**src/rtl/core/rpsc_pkg.sv**
```systemverilog
// ----------------------------------------------------------------------------
// rpsc_pkg: shared types and constants of the ramped PI speed controller
// Field widths, stream packing, register indexes, tick kinds, saturation.
// ----------------------------------------------------------------------------
package rpsc_pkg;

    localparam int MOTOR_W         = 3;
    localparam int MOTOR_COUNT_DEF = 8;
    localparam int RPM_W           = 14;
    localparam int DUTY_W          = 16;
    localparam int VAL_W           = 16;
    localparam int INTEG_W         = 32;
    localparam int GAIN_W          = 8;
    localparam int STEP_W          = 10;
    localparam int LEVEL_W         = 14;
    localparam int LIMIT_W         = 8;
    localparam int QUEUE_DEPTH     = 4;

    // product and sum widths of the PI terms
    localparam int PTERM_W = GAIN_W + 1 + VAL_W;
    localparam int ITERM_W = GAIN_W + 1 + INTEG_W;
    localparam int PI_W    = ITERM_W + 1;

    // configuration port
    localparam int CFG_ADDR_W = 3;
    localparam int CFG_DATA_W = 16;

    // input tdata: motor, run, set_rpm, measured_rpm, duty_offset
    localparam int IN_RUN_LSB  = MOTOR_W;
    localparam int IN_SET_LSB  = IN_RUN_LSB + 1;
    localparam int IN_MEAS_LSB = IN_SET_LSB + RPM_W;
    localparam int IN_OFF_LSB  = IN_MEAS_LSB + RPM_W;
    localparam int S_TDATA_W   = 48;

    // output tdata: motor_out, duty, ramp_target, speed_error, fault
    localparam int OUT_FIELDS_W = MOTOR_W + DUTY_W + 2 * VAL_W + 1;
    localparam int M_TDATA_W    = 56;

    // register reset values
    localparam logic [GAIN_W-1:0]  PROP_GAIN_RST   = GAIN_W'(1);
    localparam logic [GAIN_W-1:0]  INTEG_GAIN_RST  = GAIN_W'(0);
    localparam logic [STEP_W-1:0]  RAMP_STEP_RST   = STEP_W'(5);
    localparam logic [DUTY_W-1:0]  MAX_DUTY_RST    = DUTY_W'(4095);
    localparam logic [LEVEL_W-1:0] FAULT_LEVEL_RST = LEVEL_W'(400);
    localparam logic [LIMIT_W-1:0] FAULT_LIMIT_RST = LIMIT_W'(10);

    typedef enum logic [CFG_ADDR_W-1:0] {
        REG_PROP_GAIN   = 3'd0,
        REG_INTEG_GAIN  = 3'd1,
        REG_RAMP_STEP   = 3'd2,
        REG_MAX_DUTY    = 3'd3,
        REG_FAULT_LEVEL = 3'd4,
        REG_FAULT_LIMIT = 3'd5
    } t_reg_idx;

    typedef enum logic [1:0] {
        KIND_STEP  = 2'd0,  // normal control step
        KIND_CLEAR = 2'd1,  // per-motor reset
        KIND_SKIP  = 2'd2   // motor index out of range
    } t_kind;

    typedef struct packed {
        logic [GAIN_W-1:0]  prop_gain;
        logic [GAIN_W-1:0]  integ_gain;
        logic [STEP_W-1:0]  ramp_step;
        logic [DUTY_W-1:0]  max_duty;
        logic [LEVEL_W-1:0] fault_level;
        logic [LIMIT_W-1:0] fault_limit;
    } t_cfg;

    typedef struct packed {
        t_kind              kind;
        logic [MOTOR_W-1:0] motor;
        logic               run;
        logic [RPM_W-1:0]   set_rpm;
        logic [RPM_W-1:0]   meas_rpm;
        logic [DUTY_W-1:0]  offset;
    } t_tick;

    function automatic logic signed [VAL_W-1:0] sat16(input logic signed [VAL_W:0] v);
        logic signed [VAL_W-1:0] r;
        if (v > $signed({2'b00, {(VAL_W-1){1'b1}}})) begin
            r = {1'b0, {(VAL_W-1){1'b1}}};
        end else if (v < $signed({2'b11, {(VAL_W-1){1'b0}}})) begin
            r = {1'b1, {(VAL_W-1){1'b0}}};
        end else begin
            r = v[VAL_W-1:0];
        end
        return r;
    endfunction

    function automatic logic signed [INTEG_W-1:0] sat32(input logic signed [INTEG_W:0] v);
        logic signed [INTEG_W-1:0] r;
        if (v[INTEG_W] != v[INTEG_W-1]) begin
            r = {v[INTEG_W], {(INTEG_W-1){~v[INTEG_W]}}};
        end else begin
            r = v[INTEG_W-1:0];
        end
        return r;
    endfunction

endpackage

```
**src/rtl/core/rpsc_front.sv**
```systemverilog
// ----------------------------------------------------------------------------
// rpsc_front: tick intake
// Takes control ticks off the input stream, unpacks and classifies them
// (step, clear, out-of-range) and holds one tick for the queue.
// ----------------------------------------------------------------------------
module rpsc_front #(
    parameter int MOTOR_COUNT = rpsc_pkg::MOTOR_COUNT_DEF
) (
    input  logic                           i_clk,
    input  logic                           i_rst_n,
    input  logic                           i_valid,
    output logic                           o_ready,
    input  logic [rpsc_pkg::S_TDATA_W-1:0] i_data,
    input  logic                           i_clear,
    output logic                           o_valid,
    input  logic                           i_ready,
    output rpsc_pkg::t_tick                o_tick
);
    import rpsc_pkg::*;

    logic  r_valid;
    t_tick r_tick;
    t_tick n_tick;

    always_comb begin
        n_tick.motor    = i_data[MOTOR_W-1:0];
        n_tick.run      = i_data[IN_RUN_LSB];
        n_tick.set_rpm  = i_data[IN_SET_LSB +: RPM_W];
        n_tick.meas_rpm = i_data[IN_MEAS_LSB +: RPM_W];
        n_tick.offset   = i_data[IN_OFF_LSB +: DUTY_W];
        if (int'(n_tick.motor) >= MOTOR_COUNT) begin
            n_tick.kind = KIND_SKIP;
        end else if (i_clear) begin
            n_tick.kind = KIND_CLEAR;
        end else begin
            n_tick.kind = KIND_STEP;
        end
    end

    assign o_ready = !r_valid || i_ready;
    assign o_valid = r_valid;
    assign o_tick  = r_tick;

    always_ff @(posedge i_clk) begin
        if (!i_rst_n) begin
            r_valid <= 1'b0;
        end else if (o_ready) begin
            r_valid <= i_valid;
        end
    end

    always_ff @(posedge i_clk) begin
        if (o_ready && i_valid) begin
            r_tick <= n_tick;
        end
    end

endmodule

```
**src/rtl/core/rpsc_queue.sv**
```systemverilog
// ----------------------------------------------------------------------------
// rpsc_queue: tick queue
// Short FIFO between intake and the control pipeline; head is read directly.
// ----------------------------------------------------------------------------
module rpsc_queue #(
    parameter int DEPTH = rpsc_pkg::QUEUE_DEPTH
) (
    input  logic            i_clk,
    input  logic            i_rst_n,
    input  logic            i_push,
    output logic            o_ready,
    input  rpsc_pkg::t_tick i_tick,
    output logic            o_valid,
    input  logic            i_pop,
    output rpsc_pkg::t_tick o_tick
);
    import rpsc_pkg::*;

    localparam int PTR_W = (DEPTH > 1) ? $clog2(DEPTH) : 1;
    localparam int CNT_W = $clog2(DEPTH + 1);

    t_tick              r_mem [DEPTH];
    logic [PTR_W-1:0]   r_wr;
    logic [PTR_W-1:0]   r_rd;
    logic [CNT_W-1:0]   r_count;
    logic               push_ok;
    logic               pop_ok;

    assign o_ready = (r_count != CNT_W'(DEPTH));
    assign o_valid = (r_count != '0);
    assign push_ok = i_push && o_ready;
    assign pop_ok  = i_pop && o_valid;
    assign o_tick  = r_mem[r_rd];

    always_ff @(posedge i_clk) begin
        if (!i_rst_n) begin
            r_wr    <= '0;
            r_rd    <= '0;
            r_count <= '0;
        end else begin
            if (push_ok) begin
                r_wr <= (r_wr == PTR_W'(DEPTH - 1)) ? '0 : r_wr + 1'b1;
            end
            if (pop_ok) begin
                r_rd <= (r_rd == PTR_W'(DEPTH - 1)) ? '0 : r_rd + 1'b1;
            end
            case ({push_ok, pop_ok})
                2'b10:   r_count <= r_count + 1'b1;
                2'b01:   r_count <= r_count - 1'b1;
                default: r_count <= r_count;
            endcase
        end
    end

    always_ff @(posedge i_clk) begin
        if (push_ok) begin
            r_mem[r_wr] <= i_tick;
        end
    end

endmodule

```
**src/rtl/core/rpsc_back.sv**
```systemverilog
// ----------------------------------------------------------------------------
// rpsc_back: PI control pipeline
// Ramp (A), error (B), fault count and integral (C), gain products (D),
// PI sum (E), duty decision into the output register. Each per-motor store
// is read and written in one stage only, so ticks follow back to back.
// ----------------------------------------------------------------------------
module rpsc_back #(
    parameter int MOTOR_COUNT = rpsc_pkg::MOTOR_COUNT_DEF
) (
    input  logic                                i_clk,
    input  logic                                i_rst_n,
    input  rpsc_pkg::t_cfg                      i_cfg,
    input  logic                                i_valid,
    output logic                                o_pop,
    input  rpsc_pkg::t_tick                     i_tick,
    output logic                                o_valid,
    input  logic                                i_ready,
    output logic [rpsc_pkg::MOTOR_W-1:0]        o_motor,
    output logic [rpsc_pkg::DUTY_W-1:0]         o_duty,
    output logic signed [rpsc_pkg::VAL_W-1:0]   o_target,
    output logic signed [rpsc_pkg::VAL_W-1:0]   o_error,
    output logic                                o_fault
);
    import rpsc_pkg::*;

    localparam int SPAN  = 2 ** MOTOR_W;
    localparam int DEPTH = (MOTOR_COUNT < SPAN) ? MOTOR_COUNT : SPAN;
    localparam int IDX_W = (DEPTH > 1) ? $clog2(DEPTH) : 1;

    // per-motor state
    logic signed [VAL_W-1:0]   r_target [DEPTH];
    logic signed [INTEG_W-1:0] r_integ  [DEPTH];
    logic        [DUTY_W-1:0]  r_duty   [DEPTH];
    logic        [LIMIT_W-1:0] r_bad_cnt;
    logic                      r_fault;

    logic en;
    assign en    = !o_valid || i_ready;
    assign o_pop = en;

    // ---------------- stage A: ramp ----------------
    logic [IDX_W-1:0]        a_idx;
    logic signed [VAL_W-1:0] a_old;
    logic signed [VAL_W:0]   a_old17;
    logic signed [VAL_W:0]   a_set17;
    logic signed [VAL_W:0]   a_up17;
    logic signed [VAL_W:0]   a_dn17;
    logic signed [VAL_W-1:0] a_new;

    logic                    r_a_valid;
    t_kind                   r_a_kind;
    logic [MOTOR_W-1:0]      r_a_motor;
    logic signed [VAL_W-1:0] r_a_tgt;
    logic [RPM_W-1:0]        r_a_meas;
    logic [DUTY_W-1:0]       r_a_offset;

    always_comb begin
        a_idx   = i_tick.motor[IDX_W-1:0];
        a_old   = r_target[a_idx];
        a_old17 = {a_old[VAL_W-1], a_old};
        a_set17 = $signed({{(VAL_W + 1 - RPM_W){1'b0}}, i_tick.set_rpm});
        a_up17  = a_old17 + $signed({{(VAL_W + 1 - STEP_W){1'b0}}, i_cfg.ramp_step});
        a_dn17  = a_old17 - $signed({{(VAL_W + 1 - STEP_W){1'b0}}, i_cfg.ramp_step});
        case (i_tick.kind)
            KIND_STEP: begin
                if (i_tick.run) begin
                    // a step up that overshoots is stepped back down to the old target
                    if (a_old17 <= a_set17) begin
                        a_new = (a_up17 > a_set17) ? a_old : a_up17[VAL_W-1:0];
                    end else begin
                        a_new = sat16(a_dn17);
                    end
                end else begin
                    a_new = (a_old17 > 0) ? sat16(a_dn17) : a_old;
                end
            end
            default: a_new = '0;
        endcase
    end

    always_ff @(posedge i_clk) begin
        if (!i_rst_n) begin
            for (int k = 0; k < DEPTH; k++) begin
                r_target[k] <= '0;
            end
        end else if (en && i_valid && i_tick.kind != KIND_SKIP) begin
            r_target[a_idx] <= a_new;
        end
    end

    always_ff @(posedge i_clk) begin
        if (en) begin
            r_a_kind   <= i_tick.kind;
            r_a_motor  <= i_tick.motor;
            r_a_tgt    <= a_new;
            r_a_meas   <= i_tick.meas_rpm;
            r_a_offset <= i_tick.offset;
        end
    end

    // ---------------- stage B: error ----------------
    logic signed [VAL_W:0]   b_err17;
    logic                    r_b_valid;
    t_kind                   r_b_kind;
    logic [MOTOR_W-1:0]      r_b_motor;
    logic signed [VAL_W-1:0] r_b_tgt;
    logic signed [VAL_W-1:0] r_b_err;
    logic [DUTY_W-1:0]       r_b_offset;

    assign b_err17 = {r_a_tgt[VAL_W-1], r_a_tgt}
                   - $signed({{(VAL_W + 1 - RPM_W){1'b0}}, r_a_meas});

    always_ff @(posedge i_clk) begin
        if (en) begin
            r_b_kind   <= r_a_kind;
            r_b_motor  <= r_a_motor;
            r_b_tgt    <= r_a_tgt;
            r_b_err    <= (r_a_kind == KIND_STEP) ? sat16(b_err17) : '0;
            r_b_offset <= r_a_offset;
        end
    end

    // ---------------- stage C: fault count, integral ----------------
    logic [IDX_W-1:0]          c_idx;
    logic [VAL_W:0]            c_mag;
    logic                      c_bad;
    logic [LIMIT_W-1:0]        c_cnt_inc;
    logic [LIMIT_W-1:0]        n_bad_cnt;
    logic                      n_fault;
    logic signed [INTEG_W:0]   c_sum33;
    logic signed [INTEG_W-1:0] c_new;

    logic                      r_c_valid;
    t_kind                     r_c_kind;
    logic [MOTOR_W-1:0]        r_c_motor;
    logic signed [VAL_W-1:0]   r_c_tgt;
    logic signed [VAL_W-1:0]   r_c_err;
    logic signed [INTEG_W-1:0] r_c_integ;
    logic [DUTY_W-1:0]         r_c_offset;
    logic                      r_c_fault;

    always_comb begin
        c_idx     = r_b_motor[IDX_W-1:0];
        c_mag     = r_b_err[VAL_W-1] ? -{r_b_err[VAL_W-1], r_b_err} : {1'b0, r_b_err};
        c_bad     = r_b_valid && (r_b_kind == KIND_STEP)
                 && (c_mag >= {{(VAL_W + 1 - LEVEL_W){1'b0}}, i_cfg.fault_level});
        c_cnt_inc = r_bad_cnt + 1'b1;
        n_bad_cnt = r_bad_cnt;
        n_fault   = r_fault;
        if (c_bad) begin
            if (c_cnt_inc >= i_cfg.fault_limit) begin
                n_fault   = 1'b1;
                n_bad_cnt = '0;
            end else begin
                n_bad_cnt = c_cnt_inc;
            end
        end
        c_sum33 = {r_integ[c_idx][INTEG_W-1], r_integ[c_idx]}
                + {{(INTEG_W + 1 - VAL_W){r_b_err[VAL_W-1]}}, r_b_err};
        c_new   = (r_b_kind == KIND_STEP) ? sat32(c_sum33) : '0;
    end

    always_ff @(posedge i_clk) begin
        if (!i_rst_n) begin
            r_bad_cnt <= '0;
            r_fault   <= 1'b0;
            for (int k = 0; k < DEPTH; k++) begin
                r_integ[k] <= '0;
            end
        end else if (en) begin
            r_bad_cnt <= n_bad_cnt;
            r_fault   <= n_fault;
            if (r_b_valid && r_b_kind != KIND_SKIP) begin
                r_integ[c_idx] <= c_new;
            end
        end
    end

    always_ff @(posedge i_clk) begin
        if (en) begin
            r_c_kind   <= r_b_kind;
            r_c_motor  <= r_b_motor;
            r_c_tgt    <= r_b_tgt;
            r_c_err    <= r_b_err;
            r_c_integ  <= c_new;
            r_c_offset <= r_b_offset;
            r_c_fault  <= n_fault;
        end
    end

    // ---------------- stage D: gain products ----------------
    logic                      r_d_valid;
    t_kind                     r_d_kind;
    logic [MOTOR_W-1:0]        r_d_motor;
    logic signed [VAL_W-1:0]   r_d_tgt;
    logic signed [VAL_W-1:0]   r_d_err;
    logic signed [PTERM_W-1:0] r_d_pterm;
    logic signed [ITERM_W-1:0] r_d_iterm;
    logic [DUTY_W-1:0]         r_d_offset;
    logic                      r_d_fault;

    always_ff @(posedge i_clk) begin
        if (en) begin
            r_d_kind   <= r_c_kind;
            r_d_motor  <= r_c_motor;
            r_d_tgt    <= r_c_tgt;
            r_d_err    <= r_c_err;
            r_d_pterm  <= $signed({1'b0, i_cfg.prop_gain}) * r_c_err;
            r_d_iterm  <= $signed({1'b0, i_cfg.integ_gain}) * r_c_integ;
            r_d_offset <= r_c_offset;
            r_d_fault  <= r_c_fault;
        end
    end

    // ---------------- stage E: PI sum ----------------
    logic                    r_e_valid;
    t_kind                   r_e_kind;
    logic [MOTOR_W-1:0]      r_e_motor;
    logic signed [VAL_W-1:0] r_e_tgt;
    logic signed [VAL_W-1:0] r_e_err;
    logic signed [PI_W-1:0]  r_e_pi;
    logic [DUTY_W-1:0]       r_e_offset;
    logic                    r_e_fault;

    always_ff @(posedge i_clk) begin
        if (en) begin
            r_e_kind   <= r_d_kind;
            r_e_motor  <= r_d_motor;
            r_e_tgt    <= r_d_tgt;
            r_e_err    <= r_d_err;
            r_e_pi     <= {{(PI_W - PTERM_W){r_d_pterm[PTERM_W-1]}}, r_d_pterm}
                        + {{(PI_W - ITERM_W){r_d_iterm[ITERM_W-1]}}, r_d_iterm};
            r_e_offset <= r_d_offset;
            r_e_fault  <= r_d_fault;
        end
    end

    // ---------------- duty decision, output register ----------------
    logic [IDX_W-1:0]       f_idx;
    logic signed [PI_W-1:0] f_sum;
    logic                   f_le_off;
    logic                   f_le_max;
    logic [DUTY_W-1:0]      f_held;
    logic [DUTY_W-1:0]      f_duty;

    logic                    r_out_valid;
    t_kind                   r_out_kind;
    logic [MOTOR_W-1:0]      r_out_motor;
    logic [DUTY_W-1:0]       r_out_duty;
    logic signed [VAL_W-1:0] r_out_tgt;
    logic signed [VAL_W-1:0] r_out_err;
    logic                    r_out_fault;

    always_comb begin
        f_idx    = r_e_motor[IDX_W-1:0];
        f_held   = r_duty[f_idx];
        f_sum    = r_e_pi + $signed({{(PI_W - DUTY_W){1'b0}}, r_e_offset});
        // sum <= offset is the same as the PI part being <= 0
        f_le_off = (r_e_pi <= 0);
        f_le_max = (f_sum <= $signed({{(PI_W - DUTY_W){1'b0}}, i_cfg.max_duty}));
        case (r_e_kind)
            KIND_STEP: begin
                if (f_le_off) begin
                    f_duty = r_e_offset;
                end else if (f_le_max) begin
                    f_duty = f_sum[DUTY_W-1:0];
                end else begin
                    f_duty = f_held;
                end
            end
            KIND_CLEAR: f_duty = f_held;
            default:    f_duty = '0;
        endcase
    end

    always_ff @(posedge i_clk) begin
        if (!i_rst_n) begin
            for (int k = 0; k < DEPTH; k++) begin
                r_duty[k] <= '0;
            end
        end else if (en && r_e_valid && r_e_kind == KIND_STEP) begin
            r_duty[f_idx] <= f_duty;
        end
    end

    always_ff @(posedge i_clk) begin
        if (en) begin
            r_out_kind  <= r_e_kind;
            r_out_motor <= r_e_motor;
            r_out_duty  <= f_duty;
            r_out_tgt   <= r_e_tgt;
            r_out_err   <= r_e_err;
            r_out_fault <= r_e_fault;
        end
    end

    // stage valid bits
    always_ff @(posedge i_clk) begin
        if (!i_rst_n) begin
            r_a_valid   <= 1'b0;
            r_b_valid   <= 1'b0;
            r_c_valid   <= 1'b0;
            r_d_valid   <= 1'b0;
            r_e_valid   <= 1'b0;
            r_out_valid <= 1'b0;
        end else if (en) begin
            r_a_valid   <= i_valid;
            r_b_valid   <= r_a_valid;
            r_c_valid   <= r_b_valid;
            r_d_valid   <= r_c_valid;
            r_e_valid   <= r_d_valid;
            r_out_valid <= r_e_valid;
        end
    end

    assign o_valid  = r_out_valid;
    assign o_motor  = r_out_motor;
    assign o_duty   = r_out_duty;
    assign o_target = r_out_tgt;
    assign o_error  = r_out_err;
    assign o_fault  = r_out_fault;

`ifndef NO_ASSERTIONS
    a_fault_sticky: assert property (@(posedge i_clk) disable iff (!i_rst_n)
        r_fault |=> r_fault)
        else $error("fault latch dropped without reset");

    a_stall_freeze: assert property (@(posedge i_clk) disable iff (!i_rst_n)
        !en |=> $stable({r_a_valid, r_b_valid, r_c_valid, r_d_valid, r_e_valid}))
        else $error("pipeline moved while output stalled");

    a_nonstep_zero: assert property (@(posedge i_clk) disable iff (!i_rst_n)
        (r_out_valid && r_out_kind != KIND_STEP) |-> (r_out_tgt == '0 && r_out_err == '0))
        else $error("clear or skipped tick carries nonzero target or error");

    a_skip_duty: assert property (@(posedge i_clk) disable iff (!i_rst_n)
        (r_out_valid && r_out_kind == KIND_SKIP) |-> (r_out_duty == '0))
        else $error("out-of-range tick carries a duty");
`endif

endmodule

```
**src/rtl/core/ramped_pi_motor_speed_controller.sv**
```systemverilog
// ----------------------------------------------------------------------------
// ramped_pi_motor_speed_controller: per-motor PI speed loop with setpoint ramp
//
//  channel  direction  handshake            payload
//  s_*      in         s_tvalid / s_tready  s_tdata: tick fields, s_tuser: clear
//  m_*      out        m_tvalid / m_tready  m_tdata: duty result of the tick
//  i_cfg_*  in         i_cfg_we             i_cfg_addr, i_cfg_wdata
//
// One tick per cycle while the output is not stalled; an input tick passes the
// intake register, queue, five pipeline stages and output register in turn.
// Per-motor state is read-modify-written inside single stages, so ticks of the
// same motor may follow each other directly.
// Synchronous reset clears all motor state and the fault counter, presets registers.
// An output stall freezes the pipeline; the queue absorbs ticks meanwhile.
// ----------------------------------------------------------------------------
module ramped_pi_motor_speed_controller #(
    parameter int MOTOR_COUNT = rpsc_pkg::MOTOR_COUNT_DEF
) (
    input  logic                            i_clk,
    input  logic                            i_rst_n,
    input  logic                            s_tvalid,
    output logic                            s_tready,
    // [2:0] motor, [3] run, [17:4] set_rpm, [31:18] measured_rpm,
    // [47:32] duty_offset
    input  logic [rpsc_pkg::S_TDATA_W-1:0]  s_tdata,
    // [0] clear
    input  logic                            s_tuser,
    output logic                            m_tvalid,
    input  logic                            m_tready,
    // [2:0] motor_out, [18:3] duty, [34:19] ramp_target, [50:35] speed_error,
    // [51] fault, [55:52] zero
    output logic [rpsc_pkg::M_TDATA_W-1:0]  m_tdata,
    input  logic                            i_cfg_we,
    input  logic [rpsc_pkg::CFG_ADDR_W-1:0] i_cfg_addr,
    input  logic [rpsc_pkg::CFG_DATA_W-1:0] i_cfg_wdata
);
    import rpsc_pkg::*;

    t_cfg r_cfg;

    always_ff @(posedge i_clk) begin
        if (!i_rst_n) begin
            r_cfg.prop_gain   <= PROP_GAIN_RST;
            r_cfg.integ_gain  <= INTEG_GAIN_RST;
            r_cfg.ramp_step   <= RAMP_STEP_RST;
            r_cfg.max_duty    <= MAX_DUTY_RST;
            r_cfg.fault_level <= FAULT_LEVEL_RST;
            r_cfg.fault_limit <= FAULT_LIMIT_RST;
        end else if (i_cfg_we) begin
            case (i_cfg_addr)
                REG_PROP_GAIN:   r_cfg.prop_gain   <= i_cfg_wdata[GAIN_W-1:0];
                REG_INTEG_GAIN:  r_cfg.integ_gain  <= i_cfg_wdata[GAIN_W-1:0];
                REG_RAMP_STEP:   r_cfg.ramp_step   <= i_cfg_wdata[STEP_W-1:0];
                REG_MAX_DUTY:    r_cfg.max_duty    <= i_cfg_wdata[DUTY_W-1:0];
                REG_FAULT_LEVEL: r_cfg.fault_level <= i_cfg_wdata[LEVEL_W-1:0];
                REG_FAULT_LIMIT: r_cfg.fault_limit <= i_cfg_wdata[LIMIT_W-1:0];
                default:         r_cfg             <= r_cfg;
            endcase
        end
    end

    logic  fq_valid;
    logic  fq_ready;
    t_tick fq_tick;
    logic  qb_valid;
    logic  qb_pop;
    t_tick qb_tick;

    logic [MOTOR_W-1:0]      res_motor;
    logic [DUTY_W-1:0]       res_duty;
    logic signed [VAL_W-1:0] res_target;
    logic signed [VAL_W-1:0] res_error;
    logic                    res_fault;

    rpsc_front #(
        .MOTOR_COUNT (MOTOR_COUNT)
    ) u_front (
        .i_clk   (i_clk),
        .i_rst_n (i_rst_n),
        .i_valid (s_tvalid),
        .o_ready (s_tready),
        .i_data  (s_tdata),
        .i_clear (s_tuser),
        .o_valid (fq_valid),
        .i_ready (fq_ready),
        .o_tick  (fq_tick)
    );

    rpsc_queue #(
        .DEPTH (QUEUE_DEPTH)
    ) u_queue (
        .i_clk   (i_clk),
        .i_rst_n (i_rst_n),
        .i_push  (fq_valid),
        .o_ready (fq_ready),
        .i_tick  (fq_tick),
        .o_valid (qb_valid),
        .i_pop   (qb_pop),
        .o_tick  (qb_tick)
    );

    rpsc_back #(
        .MOTOR_COUNT (MOTOR_COUNT)
    ) u_back (
        .i_clk    (i_clk),
        .i_rst_n  (i_rst_n),
        .i_cfg    (r_cfg),
        .i_valid  (qb_valid),
        .o_pop    (qb_pop),
        .i_tick   (qb_tick),
        .o_valid  (m_tvalid),
        .i_ready  (m_tready),
        .o_motor  (res_motor),
        .o_duty   (res_duty),
        .o_target (res_target),
        .o_error  (res_error),
        .o_fault  (res_fault)
    );

    assign m_tdata = {{(M_TDATA_W - OUT_FIELDS_W){1'b0}},
                      res_fault, res_error, res_target, res_duty, res_motor};

endmodule

```
**config.mk**
```make
export PLATFORM = sky130hd
export DESIGN_NAME = ramped_pi_motor_speed_controller
export DESIGN_NICKNAME = d
export VERILOG_FILES = /design/src/rtl/core/rpsc_pkg.sv /design/src/rtl/core/rpsc_front.sv /design/src/rtl/core/rpsc_queue.sv /design/src/rtl/core/rpsc_back.sv /design/src/rtl/core/ramped_pi_motor_speed_controller.sv
export SDC_FILE = /design/constraint.sdc
export NUM_CORES = 2
export LEC_CHECK = 0
export ABC_AREA = 1
export BUFFER_PORTS_ARGS = -buffer_cell sky130_fd_sc_hd__buf_2
export CAP_MARGIN = 20
export CORE_ASPECT_RATIO = 1.75
export CORE_MARGIN = 8
export CORE_UTILIZATION = 63
export DETAILED_ROUTE_END_ITERATION = 7
export GPL_ROUTABILITY_DRIVEN = 0
export PLACE_DENSITY = 0.86
export SETUP_SLACK_MARGIN = 0.5
export SYNTH_ARGS = -nofsm -noshare
export SYNTH_HDL_FRONTEND = slang
export SYNTH_HIERARCHICAL = 1
export SYNTH_SLANG_ARGS = --single-unit
export TNS_END_PERCENT = 50
```
**constraint.sdc**
```tcl
create_clock -name i_clk -period 29.2 [get_ports i_clk]
set_input_delay 1.46 -clock i_clk [delete_from_list [all_inputs] [get_ports i_clk]]
set_output_delay 1.46 -clock i_clk [all_outputs]
set_load 0.01 [all_outputs]
```
# --- After elaboration in Yosys (flattened, before gate mapping) ---
# Memory sizes are Yosys's and may differ from the RTL's. A register that Yosys moved wholly into a read port is not among the register bits.
# Index checks and enable logic that the tools add are counted.
# Widths: inputs -> output; s select.
totals:
  ff_bits: 595
  memories: 4
  ram_bits: 712
mem_list:
  columns: ["memory", "words", "width", "read_ports", "rd_clocked_by_memory_dff", "write_ports", "line", "source"]
  rows:
  - ["u_back.r_integ", 8, 32, 1, 1, 8, "rpsc_back.sv:32", "logic signed [INTEG_W-1:0] r_integ [DEPTH];"]
  - ["u_queue.r_mem", 4, 50, 1, 1, 1, "rpsc_queue.sv:22", "t_tick r_mem [DEPTH];"]
  - ["u_back.r_duty", 8, 16, 1, 1, 8, "rpsc_back.sv:33", "logic [DUTY_W-1:0] r_duty [DEPTH];"]
  - ["u_back.r_target", 8, 16, 1, 0, 8, "rpsc_back.sv:31", "logic signed [VAL_W-1:0] r_target [DEPTH];"]
op_classes:
  multipliers: 2
  order_cmp: 11
  bitwise: 2
  addsub: 12
  n_eq_ne: 14
  n_reduce_logical: 31
  mux: 48
ops:
  columns: ["op", "count"]
  rows:
  - ["$mux 16", 12]
  - ["$mux 32", 3]
  - ["$add 25x41->42", 1]
  - ["$add 42x17->42", 1]
  - ["$le 42x1->1 const B", 1]
  - ["$le 42x17->1", 1]
  - ["$mul 9x32->41", 1]
  - ["$gt 17x16->1 const B", 2]
  - ["$lt 17x16->1 const B", 2]
  - ["$add 32x16->33", 1]
  - ["$pmux 16 s2", 1]
  - ["$reduce_or 16->1", 2]
  - ["$reduce_or 32->1", 1]
  - ["$mul 9x16->25", 1]
  - ["$mux 1", 19]
  - ["$add 16x11->17", 1]
  - ["$ge 17x14->1", 1]
  - ["$gt 17x15->1", 1]
  - ["$mux 17", 1]
  - ["$neg 17->17", 1]
  - ["$sub 16x11->17", 1]
  - ["$sub 16x15->17", 1]
  - ["$gt 16x1->1 const B", 1]
  - ["$le 16x15->1", 1]
  - ["28 further kinds", 62]

# --- Longest topological paths before layout ---
depth:
  depth_word: 9
  ltp_mapped: 41
  ltp_nobuf: 36

# --- Cells and area by module ---
# The synthesis kept the hierarchy.
by_module_without_submodules:
  columns: ["mod", "seq_area_each_um2", "cells_per_inst", "area_per_inst_um2", "instances"]
  rows:
  - ["rpsc_back", 29548.3, 6732, 62710.1, 1]
  - ["rpsc_queue", 6185.9, 552, 8039.0, 1]
  - ["ramped_pi_motor_speed_controller", 1281.2, 364, 2611.3, 1]
  - ["rpsc_front", 1491.4, 58, 1534.0, 1]

# --- Worst setup path before layout ---
# OpenSTA, ideal clock, no wires.
synth_path:
  path_type: "input -> register"
  from: "in m_tready"
  to: "reg u_queue.r_count[2]"
  setup_slack_ps: 12684
  stages: 14
  path_buffers: 1
  arrival_time_ps: 16406
  t_required_ps: 29090
  path_cell_list: "nor2_1 clkinv_1 clkbuf_1 nand2_1 inv_1 ha_1 inv_2 fa_1 inv_1 nand2_1 nand3_1 nand2_1 inv_1 nor2_1"
synth_via:
  elab_chain_cells: 4
  elab_cells_between_ends: 6
synth_rtl:
  columns: ["item", "line", "source"]
  rows:
  - ["start, declared", "ramped_pi_motor_speed_controller.sv:29", "input logic m_tready,"]
  - ["$logic_or 1x1->1 (*)", "rpsc_back.sv:38", "assign en = !o_valid || i_ready;"]
  - ["via qb_pop", "ramped_pi_motor_speed_controller.sv:66", "logic qb_pop;"]
  - ["$logic_and 1x1->1 (*)", "rpsc_queue.sv:32", "assign pop_ok = i_pop && o_valid;"]
  - ["via u_queue.pop_ok", "rpsc_queue.sv:27", "logic pop_ok;"]
  - ["$eq 2x1->1 or $eq 2x2->1 (tied branches)", "rpsc_queue.sv:47", "case ({push_ok, pop_ok})"]
  - ["$pmux 3 s2 or $reduce_bool 2->1 (tied branches)", null, null]
  - ["end signal, assigned", "rpsc_queue.sv:48", "2'b10: r_count <= r_count + 1'b1;"]
  - ["end signal, assigned", "rpsc_queue.sv:49", "2'b01: r_count <= r_count - 1'b1;"]
  - ["end signal, assigned", "rpsc_queue.sv:50", "default: r_count <= r_count;"]
  - ["end, declared", "rpsc_queue.sv:25", "logic [CNT_W-1:0] r_count;"]
# The timed path passes the listed nets; every way through them passes the cells marked *.
# A chain may end at the register's enable or synchronous reset.

==> key figures <==
Outcome
  – Status: finished, violations left
  – Failing checks: design-rule violations

Critical path
  – Critical Path Max Stage Delay: 0.67 ns
  – CP bufs+invs: 4
  – Critical path's most frequent cell: nand3_1
  – CP Class: flop to flop
  – Crit end category: flop
  – Nature of the critical path startpoint: flop
  – Slowest CP cell: o22ai_1
  – Kind of cell adding the most delay to the critical path: simple AND/OR/NAND/NOR gates
  – CP max FO: 66
  – Worst R2R Path Depth: 31
  – Required @ worst endpoint: 29.66 ns
  – CP Depth: 31
  – Data arrival time of the worst path: 8.86 ns

Die
  – Die area: 131000 um^2
  – Row cnt: 167
  – Die height: 472 um
  – Core Region: 118000 um^2
  – Io pins: 131
  – Die W: 277 um
  – Effective utilization at floorplan: 63.4%

Clock network
  – CTS tree: built
  – Clock transition at path regs: 0.08 ns
  – Setup Buffers After CTS: 0
  – PostCTS Resize Cnt: 0
  – Clk_lat worst skew: 0.80 ns
  – H-tree levels: 3
  – TritonCTS Buffers: 108
  – Clk buf depth: 3
  – Total clock sinks: 1314
  – Hold_buf cts: 0
  – Root Buffer: clkbuf_16

Drt
  – Vias: 57909
  – Initial DRT Pass Iterations: 8
  – Routed wire length: 209 mm
  – Vias per Instance: 6.21
  – DRC: 28
  – Detail Route Antenna Nets: 0
  – Per-cell routed wire length: 22.4 um
  – Drt initial violations: 7759

Final layout
  – Share of cells above drive strength 1: 6.96%
  – FILL cells: 8061
  – Sequential cell area: 38500 um^2
  – Area delta synth->final: 7.28%
  – Post-route cell area: 80300 um^2
  – Core Util, Final: 68.1%
  – Nets@finish: 8414
  – Multi-input logic area: 30500 um^2

Synth
  – Seq/Total Area, Yosys: 51.4%
  – Synth warn: 6
  – Post-synth EDFFs: 1219
  – Fraction of registers with async set/reset: 0%
  – Synth area leaders: edfxtp_1 49%, fa_1 8.2%, nand2_1 6.5%
  – #FFs+latches synth: 1314
  – Cell count after synthesis: 7706
  – Most used DFF post-synth: edfxtp_1
  – Most frequent cells after synthesis: 1301 x nand2_1, 1219 x edfxtp_1, 1185 x nor2_1
  – Largest area contributor in the netlist: edfxtp_1
  – Share of the synthesized area in the top cell type: 48.9%
  – Count leader, synth: nand2_1
  – Netlist cell types: 68
  – Syn_area_per_cell: 9.72 um^2
  – Cell Area, Synth: 74900 um^2

Run
  – Max-cap viol count: 0

STA
  – Final Hold Viols: 0
  – Fin Setup TNS: 0 ns
  – Worst slew margin: 19.1%
  – RSZ-0062 raised after global routing: no
  – Worst Skew: 0.109 ns
  – Fmax: 119 MHz
  – Slew Limit Fails: 0
  – Final period utilization: 28.8%
  – Final Setup Violations: 0
  – Final worst slack: 20.80 ns
  – Minimum clock period: 8.40 ns
  – Slew @ Worst Pin: 1.21 ns

GRT
  – Largest net degree at the start of global routing: 161
  – Initial antenna violation count: 5
  – GRT Util Overall: 31.2%
  – First-pass GRT wire length: 317 mm
  – Vias in the first global route: 58750
  – Total gr overflow: 0

Pwr
  – Peak supply drop: 0.127 mV
  – Lkg Pwr: 36.8 nW
  – Pwr dens: 103 nW/um^2
  – Pwr Total: 8.31 mW

Placed design
  – Placed Area: 76400 um^2
  – Post-place setup slack: 21.24 ns
  – I/O Buffers: 126
  – Detailed Place HPWL: 139 mm

Min path
  – Worst min-delay path class: flop to flop
  – Min-Delay Path Depth: 0
-- metal layers --
metal / global-route usage (%) / routed length (um)
met5: 0 / 14
met4: 25.0 / 19000
met3: 6.39 / 20600
met2: 54.3 / 104000
met1: 32.7 / 66100
-- cells in the final DEF, fill, tap and decap left out, types with 108 or more instances in the layout --
cell / n
nand2_1: 1295
edfxtp_1: 1219
nor2_1: 1180
inv_1: 1149
a21oi_1: 389
o21ai_0: 338
ha_1: 329
fa_1: 307
nand3_1: 256
buf_2: 125
xor2_1: 123
o22ai_1: 110
clkbuf_16: 108
-- registers in the layout, indices dropped and copies added (netlist names), 25 cells and up, named ones only --
| signal | flops |
|---|---|
| u_back/r_d_pterm | 25 |
| u_front/o_tick | 49 |
| r_cfg | 64 |
| u_back/r_e_pi | 42 |
| u_back/r_integ | 256 |
| u_back/r_c_integ | 32 |
| u_back/r_target | 128 |
| u_queue/r_mem | 200 |
| u_back/r_d_iterm | 41 |
| u_back/r_duty | 128 |
-- kinds of logic (layout without fill, tap and decap cells) --
family                   after synthesis  after routing  synth area share (%)
AND/OR/NAND/NOR                     2966           2966                  16.2
buffers and inverters               1479           1568                  8.01
flip-flops                          1314           1314                  51.4
AO/OA/AOI/OAI                       1109           1109                  8.34
adder cells (fa/ha/maj)              636            636                  13.7
XOR/XNOR                             200            200                  2.34
other                                  2             14                0.0100
-- worst register-to-register path, delay by kind of cell (launching register included) --
| family | cells | cell delay [ns] |
|---|---|---|
| AO/OA/AOI/OAI | 8 | 2.34 |
| XOR/XNOR | 1 | 0.18 |
| adder cells (fa/ha/maj) | 2 | 0.88 |
| buffers and inverters | 4 | 1.19 |
| flip-flops | 1 | 0.58 |
| AND/OR/NAND/NOR | 16 | 2.86 |
-- where the power goes --
part           internal [mW]  switching [mW]  total [mW]  leakage (nW)
Clock                  0.834           0.713        1.55          1.83
Combinational           1.16            2.84        4.00          21.3
Sequential              2.47           0.297        2.76          13.6
Total                   4.46            3.85        8.31          36.8
-- through the flow --
| stage | cells | hold WS (ns) |
|---|---|---|
| 2_1_floorplan | 7709 | 0.400 |
| 4_1_cts | 9316 | 0.383 |
| 3_5_place_dp | 9113 | 0.405 |
| 6_report | 9328 | 0.388 |
| 5_1_grt | 9320 | 0.385 |
| 3_3_place_gp | 9113 | 0.401 |
-- final cells by class --
cell class	count	area share, %
Multi-Input combinational cell	4916	37.9
Inverter	1175	5.51
Timing Repair Buffer	190	1.48
Antenna cell	9	0.0280
Clock buffer	123	3.51
Clock inverter	80	1.24
Sequential cell	1314	47.9
Tap cell	1521	2.37
-- path summary, 6_finish.rpt --
path / end / slack (ns) / start
hold reg to reg: u_back/o_error[4]$_DFFE_PN_ / 0.39 / u_back/r_e_err[4]$_DFFE_PN_
setup / recovery: u_back/r_target[4][11]$_SDFFCE_PN0P_ / 20.80 / flop
hold / removal: u_back/o_error[4]$_DFFE_PN_ / 0.39 / u_back/r_e_err[4]$_DFFE_PN_
setup reg to reg: u_back/r_target[4][11]$_SDFFCE_PN0P_ / 20.80 / flop
(Power assumes the default switching activity.)
